===== config.mk =====
export PLATFORM = sky130hd
export DESIGN_NAME = tmcr_pos
export DESIGN_NICKNAME = d
export VERILOG_FILES = /design/src/rtl/tmcr_pkg.sv /design/src/rtl/tmcr_pos.sv
export SDC_FILE = /design/constraint.sdc
export NUM_CORES = 1
export LEC_CHECK = 0
export BUFFER_PORTS_ARGS = -buffer_cell sky130_fd_sc_hd__buf_4
export CORE_MARGIN = 3
export CORE_UTILIZATION = 50
export CTS_CLUSTER_DIAMETER = 150
export CTS_CLUSTER_SIZE = 30
export DETAILED_ROUTE_END_ITERATION = 16
export PLACE_DENSITY = 0.81
export SLEW_MARGIN = 40
export SYNTH_ARGS = -nofsm -noshare
export SYNTH_HDL_FRONTEND = slang
export SYNTH_SLANG_ARGS = --single-unit

===== constraint.sdc =====
create_clock -name clk -period 2.32 [get_ports clk]
set_input_delay 0.464 -clock clk [delete_from_list [all_inputs] [get_ports clk]]
set_output_delay 0.464 -clock clk [all_outputs]
set_load 0.01 [all_outputs]

===== src/rtl/tmcr_pkg.sv =====
`timescale 1ns / 1ps
`default_nettype none

package tmcr_pkg;

    localparam int COL_W    = 7;
    localparam int LINE_W   = 4;
    localparam int ROW_W    = 5;
    localparam int SCAN_W   = 8;
    localparam int FONT_AW  = 11;
    localparam int CHR_W    = 7;
    localparam int ATTR_BIT = 7;

    typedef enum logic [1:0] {
        OP_FONT_WR  = 2'd0,
        OP_VIDEO_WR = 2'd1,
        OP_FETCH    = 2'd2
    } op_t;

    // character position on screen
    typedef struct packed {
        logic [COL_W-1:0]  col;
        logic [LINE_W-1:0] line;
        logic [ROW_W-1:0]  row;
    } pos_t;

    // fetch tick sitting in the video read stage
    typedef struct packed {
        logic valid;
        logic read;
    } s2_ctl_t;

    // result produced by the tick in the video read stage
    typedef struct packed {
        logic              valid;
        logic [COL_W-1:0]  col;
        logic [SCAN_W-1:0] scanline;
        logic              last;
    } emit_t;

endpackage

`default_nettype wire


===== src/rtl/tmcr_pos.sv =====
`timescale 1ns / 1ps
`default_nettype none

module tmcr_pos #(
    parameter int COLUMNS         = 80,
    parameter int TEXT_ROWS       = 25,
    parameter int LINES_PER_ROW   = 10,
    parameter int VIDEO_ADDR_BITS = 12
) (
    input  wire logic                       clk,
    input  wire logic                       rst_n,
    input  wire logic                       adv,
    input  wire tmcr_pkg::s2_ctl_t          s2,
    input  wire logic                       vid_attr,
    output tmcr_pkg::pos_t                  pos_q,
    output tmcr_pkg::pos_t                  pos_cur,
    output logic [VIDEO_ADDR_BITS-1:0]      fetch_cur,
    output tmcr_pkg::emit_t                 emit
);

    import tmcr_pkg::*;

    localparam logic [COL_W-1:0]  COL_LAST  = COL_W'(COLUMNS - 1);
    localparam logic [LINE_W-1:0] LINE_LAST = LINE_W'(LINES_PER_ROW - 1);
    localparam logic [ROW_W-1:0]  ROW_LAST  = ROW_W'(TEXT_ROWS - 1);
    localparam logic [VIDEO_ADDR_BITS-1:0] ROW_STEP = VIDEO_ADDR_BITS'(COLUMNS);

    pos_t                       pos_reg, pos_next;
    logic [VIDEO_ADDR_BITS-1:0] fetch_reg, fetch_next;
    logic [VIDEO_ADDR_BITS-1:0] base_reg, base_next;
    logic [SCAN_W:0]            scan_full;

    // attribute bytes are swallowed without moving the position
    assign emit.valid    = s2.valid && (!s2.read || !vid_attr);
    assign emit.col      = pos_reg.col;
    assign scan_full     = (SCAN_W+1)'(pos_reg.row) * (SCAN_W+1)'(LINES_PER_ROW)
                         + (SCAN_W+1)'(pos_reg.line);
    assign emit.scanline = scan_full[SCAN_W-1:0];
    assign emit.last     = (pos_reg.col == COL_LAST) && (pos_reg.line == LINE_LAST)
                         && (pos_reg.row == ROW_LAST);

    always_comb
    begin
        pos_next   = pos_reg;
        base_next  = base_reg;
        fetch_next = fetch_reg;
        if (s2.valid && s2.read)
        begin
            fetch_next = fetch_reg + VIDEO_ADDR_BITS'(1);
        end
        if (emit.valid)
        begin
            if (pos_reg.col == COL_LAST)
            begin
                pos_next.col = '0;
                if (pos_reg.line == LINE_LAST)
                begin
                    pos_next.line = '0;
                    if (pos_reg.row == ROW_LAST)
                    begin
                        pos_next.row = '0;
                        base_next    = '0;
                    end
                    else
                    begin
                        pos_next.row = pos_reg.row + ROW_W'(1);
                        base_next    = base_reg + ROW_STEP;
                    end
                end
                else
                begin
                    pos_next.line = pos_reg.line + LINE_W'(1);
                end
                // each scanline restarts at the row base
                fetch_next = base_next;
            end
            else
            begin
                pos_next.col = pos_reg.col + COL_W'(1);
            end
        end
    end

    always_ff @(posedge clk or negedge rst_n)
    begin
        if (!rst_n)
        begin
            pos_reg   <= '0;
            fetch_reg <= '0;
            base_reg  <= '0;
        end
        else if (adv)
        begin
            pos_reg   <= pos_next;
            fetch_reg <= fetch_next;
            base_reg  <= base_next;
        end
    end

    assign pos_q     = pos_reg;
    assign pos_cur   = pos_next;
    assign fetch_cur = fetch_next;

endmodule

`default_nettype wire


-- Word-level counts from Yosys, hierarchy flattened
Index checks and enable logic that the tools add are counted.
- shift-type cells: 0
- $mul: 1
- add/subtract/negate cells: 6
- div/mod/pow operators: 0
- reduce and logical (&&, ||, !) cells: 8
- bitwise logic cells: 0
- magnitude comparators: 0
- eq/ne operators: 3
- mux-type cells: 11
- operator list (cell ; number):
    12-bit 2-to-1 mux ; 5
    16-bit 2-to-1 mux ; 1
    12-bit by 1-bit adder with 12-bit output, second input constant ; 1
    12-bit by 7-bit adder with 12-bit output, second input constant ; 1
    5-bit 2-to-1 mux ; 2
    9-bit 2-to-1 mux ; 1
    8-bit by 4-bit adder with 8-bit output ; 1
    7-bit by 1-bit adder with 7-bit output, second input constant ; 1
    7-bit equality test, second input constant ; 1
    5-bit by 3-bit multiplier with 7-bit output, second input constant ; 1
    7-bit 2-to-1 mux ; 1
    5-bit by 1-bit adder with 5-bit output, second input constant ; 1
    5-bit equality test, second input constant ; 1
    4-bit by 1-bit adder with 4-bit output, second input constant ; 1
    4-bit equality test, second input constant ; 1
    1-bit logical AND ; 4
    4-bit 2-to-1 mux ; 1
    3-bit AND reduction ; 1
    1-bit zero test ; 2
    1-bit logical OR ; 1
- output and inout port bits: 61
- bits in read-only memories: 0
- bits of input ports: 6
- memories: 0
- memory bits (writable): 0
- word-level logic and storage cells: 34
- register bits: 40
- latch bits: 0

-- Depth between registers and ports, before layout
Gate-level depths: netlist (run 1).
- word-level depth: 5
- mapped depth: 8
- mapped depth without buffers: 7

-- Worst setup path after synthesis (run 1)
OpenSTA, ideal clock, no wires.
- kind: register -> output
- start: reg pos_reg, in the netlist pos_q[1]
- end: out emit[8] (netlist name)
- required time: 1.856 ns
- stages on the path, launching flop included: 8
- data arrival time: 2.068 ns
- setup slack: -0.212 ns
- path buffers: 0
- cells stage by stage: dfrtp_1 > ha_1 > ha_1 > fa_1 > xor2_1 > nand3_1 > xnor2_1 > xnor2_1
- RTL lines (element ; line ; text):
    from (decl) ; tmcr_pos.sv:28 ; pos_t pos_reg, pos_next;
    from (signal assigned) ; tmcr_pos.sv:94 ; pos_reg <= pos_next;
    to (decl) ; tmcr_pos.sv:18 ; output tmcr_pkg::emit_t emit

-- Worst setup path after layout (run 1)
- start: reg pos_reg, in the netlist pos_q[1]
- end: out fetch_cur[8]
- cells in the longest elaborated chain, start to end: 5
- ends and longest elaborated chain (element ; line ; text):
    5-bit equality test ; tmcr_pos.sv:59 ; if (pos_reg.row == ROW_LAST)
    12-bit 2-to-1 mux ; tmcr_pos.sv:59 ;
    12-bit 2-to-1 mux ; tmcr_pos.sv:56 ; if (pos_reg.line == LINE_LAST)
    12-bit 2-to-1 mux ; tmcr_pos.sv:53 ; if (pos_reg.col == COL_LAST)
    12-bit 2-to-1 mux ; tmcr_pos.sv:51 ; if (emit.valid)
    to (decl) ; tmcr_pos.sv:17 ; output logic [VIDEO_ADDR_BITS-1:0] fetch_cur,
Every way passes these cells.

==> results.py, run 1 <==
metrics = {
    "synth": {
        "synth_top_family_by_area": "simple AND/OR/NAND/NOR gates",
        "yosysUniqueCellTypes": 58,
        "synth_xor_xnor_area_share_pct": 7.35,
        "postSynthCellCount": 367,
        "synth_compound_gate_area_share_pct": 20.0,
        "synth_fa_ha_area_share_pct": 6.94,
        "synth_ff_type": "dfrtp_1",
        "ys_seq_elements": 40,
        "synth_common_cells": "45 x nand2_1, 40 x dfrtp_1, 32 x a21oi_1, 31 x o21ai_0, 26 x nor2_1",
        "synth.top_cell.area_share_pct": 32.3,
        "syn_nets": 389,
        "muxShareOfSynthArea_pct": 3.59,
        "yosysTopAreaCell": "dfrtp_1",
        "syn-mean-instance-area_um2": 8.44,
        "syn-cell-area_mm2": 0.00310,
        "synth_edf_count": 0,
        "yosys_warnings": 0,
        "yosys.area_share.simple_pct": 23.5,
        "ys_seq_area_share_pct": 32.3,
        "yosysMostFrequentCell": "nand2_1",
        "synthArstFlopShare_pct": 100,
        "synth_area_leaders": "dfrtp_1 32%, ha_1 5.7%, nand2_1 5.5%",
    },
    "floorplanning": {
        "placeableCoreArea_mm2": 0.00596,
        "die_h_um": 84.7,
        "fp.dieW_um": 84.7,
        "row_count": 28,
        "die_area_mm2": 0.00718,
        "io-pin-count": 67,
        "start_util_pct": 52.0,
    },
    "critical_path": {
        "rr_worst_depth": 10,
        "crit_arrival_ns": 2.35,
        "worstPathRequired_ns": 1.86,
        "reg2reg_slack_ns": 0.16,
        "worstSetupPathType": "register to output pin",
        "cp-end-kind": "output pin",
        "worst_setup_path_start_kind": "register",
        "cp_max_fo": 7,
    },
    "clock_tree": {
        "clock-sinks": 40,
        "clock_latency_ns": 0.32,
        "cts_buffer_depth": 2,
        "cts_inserted_buffers": 5,
        "htree_num_levels": 2,
        "cts_root_buffer": "clkbuf_8",
        "cts.clk_slew.worst_paths_ns": 0.10,
        "cts_tree": "yes",
    },
    "pwr": {
        "pwr-share-comb_pct": 36.7,
        "p_int_mw": 1.52,
        "worst_ir_drop_vdd_mv": 0.483,
        "p_sw_share_pct": 35.5,
        "p_per_area_mw_per_mm2": 498,
        "power_mw": 2.36,
        "p_sw_mw": 0.837,
        "pwr-share-seq_pct": 37.2,
        "power_leakage_nw": 2.16,
        "clkPwrFrac_pct": 26.1,
    },
    "global_routing": {
        "first_global_vias": 3404,
        "grt_use_total_pct": 28.8,
        "grt_max_degree": 41,
        "gr-total-overflow": 0,
        "grt_pass1_wl_um": 16800,
        "antenna_found_initial": 0,
    },
    "sta": {
        "post-route-period-util_pct": 121,
        "slew_headroom_pct": 63.7,
        "worst_pin_slew_ns": 0.544,
        "drv_slew": 0,
        "fin_ws_ns": -0.494,
        "hold_viol": 0,
        "min_period_ns": 2.81,
        "finalSetupViolCount": 31,
        "rsz0062_at_grt": "true",
        "fmax_ghz": 0.355,
        "whs_ns": 0.110,
        "finClkSkew_ns": 0.0169,
    },
    "route": {
        "drt-pass1-iter-count": 7,
        "dr_total_vias": 3737,
        "drt_iter0_markers": 484,
        "avgRoutedWirePerCell_um": 22.2,
        "remaining_drc_errors": 0,
        "drt-total-wl_um": 12700,
        "drtAntennaViolNets": 0,
        "via_per_inst": 6.53,
    },
    "run_status": {
        "violations": "setup timing",
        "status": "finished with violations",
    },
    "place": {
        "placed_area_mm2": 0.00398,
        "port-buffer-count": 66,
        "hpwl_um": 6410,
        "gp_congestion": 0.910,
    },
    "run": {
        "max-cap-violations": 0,
    },
    "min_path": {
        "hold_class": "primary input to async pin",
    },
    "layout": {
        "antenna_cells": 0,
        "area_delta_synth_final_pct": 52.7,
        "layout.nets": 518,
        "design_area_mm2": 0.00473,
        "drive_above_1_share_pct": 48.1,
    },
}
==> power by group through the flow <==
stage	Combinational (mW)	Sequential (mW)	Clock (mW)
floorplan	0.388	0.879	0
global placement	0.733	0.851	0
detailed placement	0.759	0.858	0
CTS	0.771	0.849	0.584
global route	0.928	0.887	0.642
finish	0.864	0.876	0.615
==> cells in the final DEF, fill, tap and decap left out, types with 3 or more instances in the layout <==
master and n:
dfrtp_1 33, o21a_1 3, mux2_4 5, nand4_1 9, inv_1 6, buf_6 16, a21oi_2 12, nor2_1 20
dfrtp_2 7, a21oi_1 18, xnor2_1 11, clkbuf_8 5, nor2_2 4, a31oi_1 7, nand2_1 42, ha_4 8
o21ai_1 3, mux2_2 3, buf_4 132, xor2_1 11, o21ai_0 25, nor4_4 4, nand3_1 13, ha_1 5
nor3_1 8, and2_1 3, o31ai_1 4, nor2b_1 6
==> worst max-delay path, stage by stage, from the launching register on <==
cell and delay [ns]:
dfrtp_2 0.44, buf_4 0.18, inv_1 0.09, ha_2 0.19
nand4b_1 0.17, buf_6 0.19, and2_1 0.17, o21ai_1 0.17
o311a_1 0.22, a21oi_1 0.07, buf_4 0.16
==> path summary, 6_finish.rpt <==
kind                                              start                        to
worst max-delay path               pos_q[1]$_DFFE_PN0P_              fetch_cur[8]
worst min-delay path                              rst_n      emit[12]$_DFFE_PN0P_
worst max register to register     pos_q[1]$_DFFE_PN0P_  fetch_reg[5]$_DFFE_PN0P_
worst min register to register  base_reg[1]$_DFFE_PN0P_   base_reg[1]$_DFFE_PN0P_
max in group asynchronous                         rst_n      pos_q[0]$_DFFE_PN0P_
min in group clk                base_reg[1]$_DFFE_PN0P_   base_reg[1]$_DFFE_PN0P_
==> area by class of cell <==
cell class	instances	area, um^2
multi-input combinational	291	2310
fill	336	1220
timing repair buffer	149	1180
sequential	40	1010
tap	75	93.8
clock buffer	6	72.6
clock inverter	2	35.0
inverter	9	33.8
==> what timing repair did <==
item / in CTS / in global routing
pin swaps: 23 / 19
endpoints found under the setup margin: 30 / 32
hold buffers: 0 / 0
gates cloned: 2 / 0
gates resized for setup: 49 / 54
buffers inserted: 13 / 13
==> metal layers <==
metal	vias up	track usage, %	wire length (um)
met5	-	0	0
met4	0	9.93	814
met3	100	4.32	1140
met2	303	51.5	6140
met1	1753	35.3	4600
li1	1581	-	-
==> metrics by stage <==
| step | setup TNS, ns | instances | worst slack (ns) | utilization (%) |
|---|---|---|---|---|
| 3_3_place_gp | -0.0617 | 538 | -0.0617 | 66.8 |
| 6_report | -6.91 | 572 | -0.494 | 79.5 |
| 3_5_place_dp | -0.111 | 538 | -0.0994 | 66.8 |
| 2_1_floorplan | -0.0858 | 367 | -0.0858 | - |
| 4_1_cts | -3.45 | 561 | -0.351 | 73.9 |
| 5_1_grt | -9.13 | 572 | -0.593 | 79.5 |
==> kinds of logic after synthesis <==
group | after synthesis
AND/OR/NAND/NOR | 140
flip-flops | 40
multiplexers | 9
buffers and inverters | 36
adder cells (fa/ha/maj) | 16
XOR/XNOR | 26
AO/OA/AOI/OAI | 100
Power figures use the tool's default switching activity.
==> inputs of run 2 (changes only) <==
- CELL_PAD_IN_SITES_DETAIL_PLACEMENT: default -> 0
- CELL_PAD_IN_SITES_GLOBAL_PLACEMENT: default -> 1
- CORE_MARGIN: 3 -> default
- CORE_UTILIZATION: 50 -> 37
==> results.py, run 2 (synthesis results as in run 1) <==
metrics = {
    "run_status": {
        "status": "finished with violations",
        "violations": "setup timing",
    },
    "run": {
        "max-cap-violations": 0,
    },
    "global_routing": {
        "gr-total-overflow": 0,
        "first_global_vias": 3197,
        "antenna_found_initial": 0,
        "grt_use_total_pct": 23.0,
        "grt_pass1_wl_um": 15800,
        "grt_max_degree": 41,
    },
    "clock_tree": {
        "cts_buffer_depth": 2,
        "cts_root_buffer": "clkbuf_8",
        "clock_latency_ns": 0.30,
        "cts_tree": "yes",
        "clock-sinks": 40,
        "cts_inserted_buffers": 5,
        "cts_hold_buf": 0,
        "cts.clk_slew.worst_paths_ns": 0.09,
        "htree_num_levels": 2,
    },
    "critical_path": {
        "rr_startpoint": "base_reg[5]$_DFFE_PN0P_",
        "cp-end-kind": "output pin",
        "endpoint": "emit[8]",
        "crit_arrival_ns": 2.21,
        "reg2reg_slack_ns": 0.10,
        "worst_setup_path_start_kind": "register",
        "worstPathRequired_ns": 1.86,
        "cp_max_fo": 2,
        "rr_worst_depth": 11,
        "critPathLaunch": "pos_q[3]$_DFFE_PN0P_",
        "worstSetupPathType": "register to output pin",
        "r2r-end": "fetch_reg[10]$_DFFE_PN0P_",
    },
    "place": {
        "port-buffer-count": 66,
        "placed_area_mm2": 0.00405,
        "hpwl_um": 6250,
        "gp_congestion": 0.825,
    },
    "pwr": {
        "worst_ir_drop_vdd_mv": 0.224,
        "p_per_area_mw_per_mm2": 448,
        "power_leakage_nw": 2.44,
    },
    "floorplanning": {
        "start_util_pct": 37.9,
        "fp.dieW_um": 93.5,
        "row_count": 33,
        "placeableCoreArea_mm2": 0.00818,
        "io-pin-count": 67,
        "die_h_um": 93.5,
        "die_area_mm2": 0.00875,
    },
    "route": {
        "dr_total_vias": 3436,
        "drt_iter0_markers": 171,
        "avgRoutedWirePerCell_um": 16.6,
        "via_per_inst": 5.45,
        "drt-pass1-iter-count": 4,
        "drtAntennaViolNets": 0,
        "remaining_drc_errors": 0,
        "drt-total-wl_um": 10400,
    },
    "layout": {
        "drive_above_1_share_pct": 55.8,
        "area_delta_synth_final_pct": 72.0,
        "design_area_mm2": 0.00533,
        "fillers": 628,
        "antenna_cells": 0,
        "final_common_cell": "buf_4",
        "layout.nets": 546,
        "mostFrequentLayoutCells": "144 x buf_4, 35 x nand2_1, 34 x dfrtp_1, 26 x buf_6, 21 x o21ai_0",
    },
    "sta": {
        "post-route-period-util_pct": 115,
        "drv_slew": 0,
        "rsz0062_at_grt": "true",
        "finClkSkew_ns": 0.00758,
        "finalSetupViolCount": 24,
        "worst_pin_slew_ns": 0.574,
        "min_period_ns": 2.67,
        "fin_ws_ns": -0.354,
        "slew_headroom_pct": 61.7,
        "hold_viol": 0,
        "whs_ns": 0.142,
        "fmax_ghz": 0.374,
    },
    "min_path": {
        "hold_class": "primary input to async pin",
    },
}
## run 2: routing by layer
metal	up-vias	routed length (um)	GRT usage, %
li1	1637	-	-
met1	1683	4370	29.8
met2	92	5400	40.3
met3	24	432	2.60
met4	0	242	6.41
met5	-	0	0
## run 2: cell type report
type | count | area [um^2] | area share (%)
inverter | 9 | 36.3 | 0.681
clock buffer | 5 | 68.8 | 1.29
multi-input combinational | 291 | 2500 | 46.8
sequential | 40 | 1010 | 18.9
clock inverter | 3 | 42.5 | 0.798
tap | 105 | 131 | 2.46
timing repair buffer | 177 | 1550 | 29.0
## run 2: critical path, stage by stage, from the launching register on
cell and delay [ns]:
dfrtp_2 0.44, ha_4 0.25, ha_4 0.16, fa_2 0.54, nand3_2 0.08, xnor2_2 0.15, xnor2_1 0.14, buf_4 0.14
## run 2: per-stage QoR
step	total power, mW	worst slack, ns	utilization (%)	instances	setup TNS, ns
CTS	2.30	-0.376	58.6	608	-3.67
detailed placement	1.63	-0.102	49.5	571	-0.177
finish	2.39	-0.354	65.2	630	-3.40
global route	2.51	-0.424	65.2	630	-5.48
floorplan	1.27	-0.0858	-	367	-0.0858
global placement	1.62	-0.0748	49.5	571	-0.151
## run 2: how the worst min path moves through the flow
stage	start	end	slack, ns	depth (start not counted)
6_report	rst_n	emit[15]$_DFFE_PN0P_	0.14	1
5_1_grt	rst_n	emit[15]$_DFFE_PN0P_	0.18	1
2_1_floorplan	rst_n	base_reg[0]$_DFFE_PN0P_	0.17	0
3_5_place_dp	rst_n	emit[15]$_DFFE_PN0P_	0.49	1
3_3_place_gp	rst_n	emit[15]$_DFFE_PN0P_	0.48	1
4_1_cts	rst_n	emit[15]$_DFFE_PN0P_	0.17	1
## run 2: what timing repair did
action	4_1_cts	5_1_grt
gates cloned	4	1
endpoints found under the setup margin	29	32
gates resized for setup	82	82
pin swaps	32	37
setup buffers	25	22
## run 2: power by group
group | switching [mW] | internal [mW]
sequential | 0.0800 | 0.769
combinational | 0.440 | 0.489
clock | 0.289 | 0.319
